<file path="src/rtl/itoa_pkg.sv">
`default_nettype none

package itoa_pkg;

    // Width of the wide operand kinds
    localparam int VALUE_BITS = 32;

    // Decimal digits needed for the largest wide magnitude
    localparam int DEC_DIGITS = (VALUE_BITS * 30103) / 100000 + 1;
    localparam int DIG_MAX    = (VALUE_BITS > 4 * DEC_DIGITS) ? VALUE_BITS : 4 * DEC_DIGITS;
    // Digit register width: a multiple of 12 so octal, hex and binary groups all align
    localparam int DIG_W      = ((DIG_MAX + 11) / 12) * 12;
    localparam int CNT_W      = $clog2(VALUE_BITS + 1);
    localparam int LEFT_W     = $clog2(DIG_W + 1);

    localparam logic [LEFT_W-1:0] POS_HEX = LEFT_W'(DIG_W / 4);
    localparam logic [LEFT_W-1:0] POS_OCT = LEFT_W'(DIG_W / 3);
    localparam logic [LEFT_W-1:0] POS_BIN = LEFT_W'(DIG_W);

    // ASCII codes
    localparam logic [7:0] CHAR_ZERO  = 8'h30;
    localparam logic [7:0] CHAR_LC_A  = 8'h61;
    localparam logic [7:0] CHAR_X     = 8'h78;
    localparam logic [7:0] CHAR_B     = 8'h62;
    localparam logic [7:0] CHAR_MINUS = 8'h2d;

    typedef enum logic [2:0] {
        FUNC_U16  = 3'd0,
        FUNC_S16  = 3'd1,
        FUNC_UWID = 3'd2,
        FUNC_SWID = 3'd3,
        FUNC_PTR  = 3'd4
    } t_func;

    typedef enum logic [1:0] {
        BASE_DEC = 2'd0,
        BASE_HEX = 2'd1,
        BASE_OCT = 2'd2,
        BASE_BIN = 2'd3
    } t_base;

    typedef enum logic [2:0] {
        ST_IDLE,
        ST_CONV,
        ST_SKIP,
        ST_PFX,
        ST_DIGIT
    } t_state;

    // Map a digit value to its lower-case ASCII character
    function automatic logic [7:0] digit_char(input logic [3:0] d);
        logic [7:0] c;
        if (d < 4'd10) begin
            c = CHAR_ZERO + {4'd0, d};
        end else begin
            c = CHAR_LC_A + {4'd0, d} - 8'd10;
        end
        return c;
    endfunction

endpackage

`default_nettype wire

</file>
<file path="src/rtl/integer_to_ascii_radix_printer.sv">
`default_nettype none

// Prints one integer as ASCII, most significant character first, one character per
// o_strobe pulse, with o_last_char on the final one; the receiver cannot stall, so each
// character is valid for exactly one cycle. An item is taken when i_start is high and
// o_busy is low, and o_busy stays high until the last character has gone out. Decimal
// items first run a shift-and-add-3 binary-to-BCD conversion over all VALUE_BITS bits;
// all bases then drop leading zero digit positions (the digit register is DIG_W bits wide:
// 12 hex or decimal positions, 16 octal, 48 binary at 32 bits), then emit the sign or
// prefix and then the digits. Every dropped position is one digit fewer to emit. An
// undefined operand kind is taken without raising o_busy and prints nothing.
module integer_to_ascii_radix_printer (
    input  wire logic        i_clk,
    input  wire logic        i_rst_n,
    input  wire logic        i_start,
    input  wire logic [2:0]  i_func,
    input  wire logic [31:0] i_value,
    input  wire logic        i_cfg_wr_en,
    input  wire logic [1:0]  i_cfg_wr_data,
    output logic             o_busy,
    output logic             o_strobe,
    output logic [7:0]       o_char_code,
    output logic             o_last_char
);
    import itoa_pkg::*;

    localparam int VB = VALUE_BITS;

    t_state              r_state, n_state;
    logic [1:0]          r_number_base;
    t_base               r_base, n_base;
    logic [DIG_W-1:0]    r_dig, n_dig;
    logic [VB-1:0]       r_bin, n_bin;
    logic [CNT_W-1:0]    r_cnt, n_cnt;
    logic [LEFT_W-1:0]   r_left, n_left;
    logic [7:0]          r_pfx0, n_pfx0;
    logic [7:0]          r_pfx1, n_pfx1;
    logic [1:0]          r_npfx, n_npfx;

    logic [3:0]          top_digit;
    logic [DIG_W-1:0]    dig_shifted;
    logic [DIG_W-1:0]    dig_adj;
    logic [VB+31:0]      value_ext;
    logic [VB-1:0]       wide_raw;
    logic [VB-1:0]       mag;
    logic [15:0]         neg16;
    t_base               eff_base;
    logic                is_neg;

    // Hold the base register
    always_ff @(posedge i_clk) begin
        if (!i_rst_n) begin
            r_number_base <= 2'd0;
        end else if (i_cfg_wr_en) begin
            r_number_base <= i_cfg_wr_data;
        end
    end

    // State and datapath registers
    always_ff @(posedge i_clk) begin
        if (!i_rst_n) begin
            r_state <= ST_IDLE;
            r_npfx  <= 2'd0;
        end else begin
            r_state <= n_state;
            r_npfx  <= n_npfx;
        end
    end

    always_ff @(posedge i_clk) begin
        r_base <= n_base;
        r_dig  <= n_dig;
        r_bin  <= n_bin;
        r_cnt  <= n_cnt;
        r_left <= n_left;
        r_pfx0 <= n_pfx0;
        r_pfx1 <= n_pfx1;
    end

    // Pick the top digit and the digit register after one digit shift
    always_comb begin
        case (r_base)
            BASE_OCT: begin
                top_digit   = {1'b0, r_dig[DIG_W-1 -: 3]};
                dig_shifted = r_dig << 3;
            end
            BASE_BIN: begin
                top_digit   = {3'b000, r_dig[DIG_W-1]};
                dig_shifted = r_dig << 1;
            end
            default: begin
                top_digit   = r_dig[DIG_W-1 -: 4];
                dig_shifted = r_dig << 4;
            end
        endcase
    end

    // Add 3 to every BCD nibble of 5 or more before the next shift
    always_comb begin
        for (int i = 0; i < DIG_W / 4; i++) begin
            if (r_dig[i*4 +: 4] >= 4'd5) begin
                dig_adj[i*4 +: 4] = r_dig[i*4 +: 4] + 4'd3;
            end else begin
                dig_adj[i*4 +: 4] = r_dig[i*4 +: 4];
            end
        end
    end

    // Operand decode: magnitude, sign and effective base
    always_comb begin
        value_ext = {{VB{1'b0}}, i_value};
        wide_raw  = value_ext[VB-1:0];
        neg16     = ~i_value[15:0] + 16'd1;
        eff_base  = (i_func == FUNC_PTR) ? BASE_HEX : t_base'(r_number_base);
        is_neg    = 1'b0;
        if (i_func == FUNC_U16 || i_func == FUNC_S16) begin
            if (i_func == FUNC_S16 && eff_base == BASE_DEC && i_value[15]) begin
                is_neg = 1'b1;
                mag    = VB'(neg16);
            end else begin
                mag    = VB'(i_value[15:0]);
            end
        end else begin
            if (i_func == FUNC_SWID && eff_base == BASE_DEC && wide_raw[VB-1]) begin
                is_neg = 1'b1;
                mag    = ~wide_raw + VB'(1);
            end else begin
                mag    = wide_raw;
            end
        end
    end

    // Sequencer: next state, datapath updates and outputs
    always_comb begin
        n_state     = r_state;
        n_base      = r_base;
        n_dig       = r_dig;
        n_bin       = r_bin;
        n_cnt       = r_cnt;
        n_left      = r_left;
        n_pfx0      = r_pfx0;
        n_pfx1      = r_pfx1;
        n_npfx      = r_npfx;
        o_strobe    = 1'b0;
        o_char_code = 8'd0;
        o_last_char = 1'b0;

        case (r_state)
            ST_IDLE: begin
                if (i_start && i_func <= FUNC_PTR) begin
                    n_base = eff_base;
                    n_pfx0 = CHAR_ZERO;
                    n_pfx1 = CHAR_ZERO;
                    case (eff_base)
                        BASE_HEX: begin
                            n_left  = POS_HEX;
                            n_pfx1  = CHAR_X;
                            n_npfx  = 2'd2;
                        end
                        BASE_OCT: begin
                            n_left  = POS_OCT;
                            n_npfx  = 2'd1;
                        end
                        BASE_BIN: begin
                            n_left  = POS_BIN;
                            n_pfx1  = CHAR_B;
                            n_npfx  = 2'd2;
                        end
                        default: begin
                            n_left  = POS_HEX;
                            n_pfx0  = CHAR_MINUS;
                            n_npfx  = is_neg ? 2'd1 : 2'd0;
                        end
                    endcase
                    if (eff_base == BASE_DEC) begin
                        n_bin   = mag;
                        n_dig   = '0;
                        n_cnt   = CNT_W'(VB);
                        n_state = ST_CONV;
                    end else begin
                        n_dig   = DIG_W'(mag);
                        n_state = ST_SKIP;
                    end
                end
            end
            ST_CONV: begin
                // Shift one binary bit into the BCD digits
                n_dig = {dig_adj[DIG_W-2:0], r_bin[VB-1]};
                n_bin = r_bin << 1;
                n_cnt = r_cnt - CNT_W'(1);
                if (r_cnt == CNT_W'(1)) begin
                    n_state = ST_SKIP;
                end
            end
            ST_SKIP: begin
                // Drop leading zero digits, keep at least one
                if (top_digit == 4'd0 && r_left > LEFT_W'(1)) begin
                    n_dig  = dig_shifted;
                    n_left = r_left - LEFT_W'(1);
                end else if (r_npfx != 2'd0) begin
                    n_state = ST_PFX;
                end else begin
                    n_state = ST_DIGIT;
                end
            end
            ST_PFX: begin
                o_strobe    = 1'b1;
                o_char_code = r_pfx0;
                n_pfx0      = r_pfx1;
                n_npfx      = r_npfx - 2'd1;
                if (r_npfx == 2'd1) begin
                    n_state = ST_DIGIT;
                end
            end
            ST_DIGIT: begin
                o_strobe    = 1'b1;
                o_char_code = digit_char(top_digit);
                o_last_char = (r_left == LEFT_W'(1));
                n_dig       = dig_shifted;
                n_left      = r_left - LEFT_W'(1);
                if (r_left == LEFT_W'(1)) begin
                    n_state = ST_IDLE;
                end
            end
            default: begin
                n_state = ST_IDLE;
            end
        endcase
    end

    assign o_busy = (r_state != ST_IDLE);

endmodule

`default_nettype wire

</file>
<file path="config.mk">
export PLATFORM = sky130hd
export DESIGN_NAME = integer_to_ascii_radix_printer
export DESIGN_NICKNAME = d
export VERILOG_FILES = /design/src/rtl/itoa_pkg.sv /design/src/rtl/integer_to_ascii_radix_printer.sv
export SDC_FILE = /design/constraint.sdc
export NUM_CORES = 1
export LEC_CHECK = 0
export ABC_AREA = 1
export BUFFER_PORTS_ARGS = -buffer_cell sky130_fd_sc_hd__buf_2
export CORE_MARGIN = 8
export CORE_UTILIZATION = 47
export DETAILED_ROUTE_END_ITERATION = 6
export GPL_TIMING_DRIVEN = 0
export SKIP_LAST_GASP = 1
export SLEW_MARGIN = 20
export SYNTH_ARGS = -nofsm -noshare
export SYNTH_HDL_FRONTEND = slang
export SYNTH_SLANG_ARGS = --single-unit
</file>
<file path="constraint.sdc">
create_clock -name i_clk -period 9 [get_ports i_clk]
set_input_delay 1.8 -clock i_clk [delete_from_list [all_inputs] [get_ports i_clk]]
set_output_delay 1.8 -clock i_clk [all_outputs]
set_load 0.02 [all_outputs]
</file>
Word-level counts from Yosys, hierarchy flattened

Cells that the tools add are included.

Bits in registers: 117
Bits of input ports: 41

Add/sub/neg operators: 20
$lt $le $gt $ge: 15
Eq/ne operators: 22
Multiplexer cells: 55
Bitwise gates (word level): 2
Reductions and logical operators: 26

Operators by type and width:

| operator                | count |
|---|---|
| $pmux W48 S4            | 1 |
| $mux W32                | 5 |
| $mux W48                | 2 |
| $pmux W48 S2            | 1 |
| $pmux W32 S2            | 1 |
| $ge A4 B3 Y1 const B    | 12 |
| $add A4 B2 Y4 const B   | 11 |
| $mux W4                 | 11 |
| $add A32 B1 Y32 const B | 1 |
| $not A32 Y32            | 1 |
| $pmux W8 S2             | 2 |
| $mux W6                 | 4 |
| $pmux W6 S2             | 2 |
| $mux W3                 | 7 |
| $pmux W6 S3             | 1 |
| $add A16 B1 Y16 const B | 1 |
| $mux W16                | 1 |
| $mux W8                 | 2 |
| $not A16 Y16            | 1 |
| $pmux W3 S5             | 1 |
| $ne A2 B2 Y1 const B    | 7 |
| $pmux W7 S2             | 1 |
| $eq A6 B1 Y1 const B    | 2 |
| $sub A6 B1 Y6 const B   | 2 |
| other kinds (31)        | 60 |

Longest topological paths before layout

Word-level depth: 11
Mapped depth: 12

Worst setup path after synthesis

No wires, ideal clock.

Kind: input to register
From: input i_func[0]
To: register r_dig[0], enable pin
Setup time: 0.454 ns
Arrival: 4.291 ns
Slack: 4.255 ns
Stages on the path: 4
Path buffers: 0
Path through: o21ai_0 > a21oi_1 > a21o_1 > nor2_1

Cells in the longest elaborated chain, start to end: 4

RTL lines:

| what                               | line                                  | text |
|---|---|---|
| from (decl)                        | integer_to_ascii_radix_printer.sv:16  | `input wire logic [2:0] i_func,` |
| $le A3 B3 Y1                       | integer_to_ascii_radix_printer.sv:150 | `if (i_start && i_func <= FUNC_PTR) begin` |
| $logic_and A1 B1 Y1                | integer_to_ascii_radix_printer.sv:150 |  |
| $ne A2 B2 Y1 (no source line)      | n/a                                   |  |
| $reduce_and A3 Y1 (no source line) | n/a                                   |  |
| to (signal assigned)               | integer_to_ascii_radix_printer.sv:72  | `r_dig <= n_dig;` |
| to (decl)                          | integer_to_ascii_radix_printer.sv:32  | `logic [DIG_W-1:0] r_dig, n_dig;` |

No other way between the ends.
A chain may end at the register's enable or synchronous reset.

Final worst setup path

From: register r_base[1]
To: output o_char_code[1]

Cells in the longest elaborated chain, start to end: 6
Elaborated cells on any way between the ends: 9
Those cells by class: 3 x add/sub; 1 x order compare; 2 x eq/ne; 3 x mux

RTL lines:

| what                   | line                                  | text |
|---|---|---|
| from (decl)            | integer_to_ascii_radix_printer.sv:31  | `t_base r_base, n_base;` |
| from (signal assigned) | integer_to_ascii_radix_printer.sv:71  | `r_base <= n_base;` |
| $eq A2 B2 Y1           | integer_to_ascii_radix_printer.sv:82  | `case (r_base)` |
| $pmux W4 S2 (*)        | integer_to_ascii_radix_printer.sv:82  |  |
| $add A7 B4 Y8          | itoa_pkg.sv:56                        | `c = CHAR_LC_A + {4'd0, d} - 8'd10;` |
| $sub A8 B4 Y8          | itoa_pkg.sv:56                        |  |
| $mux W8 (*)            | itoa_pkg.sv:53                        | `if (d < 4'd10) begin` |
| $pmux W8 S2 (*)        | integer_to_ascii_radix_printer.sv:148 | `case (r_state)` |
| to (decl)              | integer_to_ascii_radix_printer.sv:22  | `output logic [7:0] o_char_code,` |

Every way passes the cells marked *; elsewhere a longest branch is shown, timed or not.

==> results_tabular.tex <==
\begin{tabular}{lr}
\hline
Metric & Value \\
\hline
\multicolumn{2}{l}{\textbf{Critical path}} \\
\quad Arrival time at the worst endpoint & 2.08 ns \\
\quad Crit path buf inv count & 3 \\
\quad Crit-path max FO & 7 \\
\quad Worst path most repeated cell & sky130\_fd\_sc\_hd\_\_nand2\_1 \\
\quad R2R depth & 10 \\
\quad Crit path max-delay cell type & sky130\_fd\_sc\_hd\_\_edfxtp\_1 \\
\quad Reg2Reg Launch Point & r\_base[1] \\
\quad Critical path class & reg2out \\
\quad Slack of the worst reg-to-reg path & 6.20 ns \\
\quad Startpoint of the most critical setup path & r\_base[1] \\
\quad Critical path required time & 7.20 ns \\
\quad Crit-path leading delay family & simple AND/OR/NAND/NOR gates \\
\quad Max stage delay on crit path & 0.37 ns \\
\quad Capturing element type of the critical path & output port \\
\quad End point of the critical path & o\_char\_code[1] \\
\quad Critical Path Source Type & flop \\
\quad Cell-by-cell trace of the critical path & buf\_4 -> nor2\_1 -> o21ai\_0 -> inv\_1 -> nand4\_1 -> xnor2\_1 -> nand2\_1 -> nand2\_1 -> buf\_2 \\
\quad CP Depth & 9 \\
\quad Worst R2R End & r\_dig[28] \\
\multicolumn{2}{l}{\textbf{Clock network}} \\
\quad Clock tree root driver cell & sky130\_fd\_sc\_hd\_\_clkbuf\_16 \\
\quad Post-CTS Setup Repair Bufs & 0 \\
\quad Number of buffers created by CTS & 9 \\
\quad Number of levels the H-tree was split into & 3 \\
\quad Clock transition at the registers of the reported paths & 0.09 ns \\
\quad Post-CTS Hold Buffers & 0 \\
\quad Insertion delay to the later sink of the worst-skew pair & 0.37 ns \\
\quad Clock tree from TritonCTS & built \\
\quad Sinks on the clock net & 110 \\
\quad Buffers from clock root to sink, at most & 2 \\
\quad Resized cells post-CTS & 0 \\
\multicolumn{2}{l}{\textbf{Cells and area}} \\
\quad Commonest cells after routing, fill and taps aside & sky130\_fd\_sc\_hd\_\_nand2\_1, sky130\_fd\_sc\_hd\_\_inv\_1, sky130\_fd\_sc\_hd\_\_edfxtp\_1 \\
\quad Multi-input logic area & 4260 sq um \\
\quad Count of antenna diodes in the layout & 0 \\
\quad Finished layout cell area & 9160 sq um \\
\quad Layout fillers & 1674 \\
\quad \# nets final & 1241 \\
\quad Most common cell after layout, fill and taps aside & sky130\_fd\_sc\_hd\_\_nand2\_1 \\
\quad Share of layout cells above drive strength 1 & 0.101 \\
\quad Sequential cell area & 3230 sq um \\
\quad Layout overhead on the synthesized area & 10.9\% \\
\multicolumn{2}{l}{\textbf{STA}} \\
\quad Sum Neg Setup Slack & 0 ns \\
\quad Unrepaired setup endpoints after global routing & false \\
\quad Clock Skew & 0.0163 ns \\
\quad Worst slew margin & 0.511 \\
\quad Finish-stage setup viols & 0 \\
\quad Final period util & 0.431 \\
\quad Hold Vio Cnt, Final & 0 \\
\quad Post-route minimum period & 3.88 ns \\
\quad Final number of max-transition violations & 0 \\
\quad F\_max & 258 MHz \\
\quad Worst-margin pin slew & 0.730 ns \\
\multicolumn{2}{l}{\textbf{GRT}} \\
\quad Via count of the first global-routing pass & 7296 \\
\quad Antenna violations before repair & 0 \\
\quad Global-route wire length before repair & 38400 microns \\
\quad Total routing resource utilization after global routing & 0.219 \\
\quad Remaining global-route overflow & 0 \\
\quad Largest net degree at the start of global routing & 27 \\
\multicolumn{2}{l}{\textbf{Floorplan}} \\
\quad Die Span Y & 149 microns \\
\quad Std cell rows & 48 \\
\quad Chip Width & 149 microns \\
\quad Initial core utilization & 0.479 \\
\quad Die Footprint & 22100 sq um \\
\quad Io pins & 52 \\
\quad Area of the placeable core & 17200 sq um \\
\multicolumn{2}{l}{\textbf{Worst hold path}} \\
\quad Startpoint of the most critical hold path & r\_npfx[1] \\
\quad Type of the most critical hold path & reg2reg \\
\multicolumn{2}{l}{\textbf{Logic synthesis}} \\
\quad Post-Synthesis Net Count & 1178 \\
\quad Count of mapped cells out of synthesis & 1106 \\
\quad Synthesized area divided by synthesized cell count & 7.47 sq um \\
\quad Count of synthesis-stage warnings from yosys & 0 \\
\quad Number of register bits inferred by synthesis & 110 \\
\quad Netlist cell types & 51 \\
\quad Share of the yosys chip area belonging to registers & 0.391 \\
\quad Post-synthesis instance area & 8260 sq um \\
\multicolumn{2}{l}{\textbf{Place}} \\
\quad Detailed-placement wirelength estimate & 18300 microns \\
\quad Count of port buffers added during placement & 50 \\
\quad Placement-stage cell area & 8850 sq um \\
\quad Global placement routability congestion & 0.921 \\
\multicolumn{2}{l}{\textbf{Job}} \\
\quad Number of violations of the max-capacitance limit & 0 \\
\multicolumn{2}{l}{\textbf{Drt}} \\
\quad Routed wire length & 24000 microns \\
\quad Final ANT Viol Nets & 0 \\
\quad Iteration count of the initial detailed-routing pass & 6 \\
\quad DRC violation total after the first TritonRoute iteration & 776 \\
\quad Detail-routed net length per standard cell & 17.2 microns \\
\quad Number of vias per cell & 5.56 \\
\quad DRC Markers & 0 \\
\quad Vias after detailed routing & 7780 \\
\multicolumn{2}{l}{\textbf{Power}} \\
\quad Pleak & 3.96 nW \\
\quad Power per cell area & 336 nW/um\^{}2 \\
\quad Worst IR Drop VDD & 0.000142 V \\
\multicolumn{2}{l}{\textbf{Status}} \\
\quad Run status & finished, final reports clean \\
\hline
\end{tabular}
-- worst min-delay path by stage --
stage                endpoint  cells past startpoint
global route        r_npfx[1]                      2
detailed placement  r_npfx[1]                      2
global placement    r_npfx[1]                      2
floorplan           r_npfx[1]                      2
finish              r_npfx[1]                      2
CTS                 r_npfx[1]                      2
-- worst reg2reg max path, stage by stage (launching register included) --
cell                       delay, ns
sky130_fd_sc_hd__edfxtp_1       0.37
sky130_fd_sc_hd__buf_4          0.17
sky130_fd_sc_hd__nand2_2        0.16
sky130_fd_sc_hd__inv_1          0.23
sky130_fd_sc_hd__nand2_1        0.15
sky130_fd_sc_hd__nand3_1        0.11
sky130_fd_sc_hd__nor2_1         0.15
sky130_fd_sc_hd__nand3_1        0.09
sky130_fd_sc_hd__a21o_1         0.21
sky130_fd_sc_hd__nor2_4         0.56
sky130_fd_sc_hd__buf_12         0.29
-- cell type report --
class	count	area share
flip-flops and latches	110	0.353
multi-input cells	808	0.465
repair buffers	52	0.0325
inverters	146	0.0601
well taps	225	0.0307
plain buffers	42	0.0249
clock buffers	9	0.0246
clock inverters	7	0.00942
-- state kept, by name (all words and copies together), names as in the netlist, 3 cells and up --
| name | count |
|---|---|
| r_pfx0 | 5 |
| r_pfx1 | 4 |
| r_left | 6 |
| r_state | 3 |
| r_dig | 48 |
| r_bin | 32 |
| r_cnt | 6 |
-- stage by stage --
stage,hold slack [ns],instances,power (mW),setup slack (ns),util
final,0.472,1399,3.08,5.12,0.532
after global routing,0.496,1399,3.33,4.96,0.532
after CTS,0.475,1399,3.07,5.13,0.532
after detailed placement,0.462,1383,2.65,5.13,0.514
after global placement,0.456,1381,2.62,2.85,0.510
after floorplan,0.445,1106,2.17,4.26,-
-- routing by layer --
metal | share of wire | GRT usage | up-vias
li1 | - | - | 3940
met5 | 0 | 0 | -
met2 | 0.45 | 0.334 | 240
met4 | 0.019 | 0.0694 | 0
met1 | 0.48 | 0.312 | 3576
met3 | 0.054 | 0.0304 | 24
-- cell usage after synthesis (all sizes together) --
master / instances / area (sq um)
a31oi: 3 / 18.8
nand2: 275 / 1060
o2111ai: 12 / 105
xnor2: 4 / 35.0
edfxtp: 103 / 3090
a211oi: 2 / 15.0
a22oi: 6 / 45.0
o21bai: 9 / 71.3
a21oi: 51 / 255
and2: 2 / 12.5
a21o: 1 / 7.51
inv: 144 / 543
a32oi: 1 / 8.76
buf: 25 / 164
or2: 5 / 31.3
o21ai: 101 / 509
nor3: 6 / 30.0
xor2: 5 / 43.8
dfxtp: 7 / 140
o41ai: 2 / 17.5
nand3b: 4 / 30.0
clkbuf: 17 / 63.8
ha: 31 / 388
o211ai: 15 / 113
o31ai: 15 / 113
nor2: 106 / 434
o32ai: 3 / 26.3
conb: 1 / 3.75
a32o: 2 / 20.0
o22ai: 27 / 169
nand4: 23 / 144
o221ai: 6 / 52.6
nand3: 90 / 490
clkinv: 2 / 7.51
-- power by group --
part | internal (mW) | switching, mW | total [mW]
sequential | 0.938 | 0.188 | 1.13
combinational | 0.500 | 1.04 | 1.54
clock | 0.200 | 0.219 | 0.419
-- logic make-up after synthesis --
kind of cell	synth area share
AOI/OAI and AO/OA	0.187
xor gates and xnor gates	0.00954
adders and majority gates	0.0469
buffers and inverters	0.0942
DFF	0.391
other	0.000454
and+or+nand+nor	0.270
No activity file was read; power rests on OpenSTA's default activity.
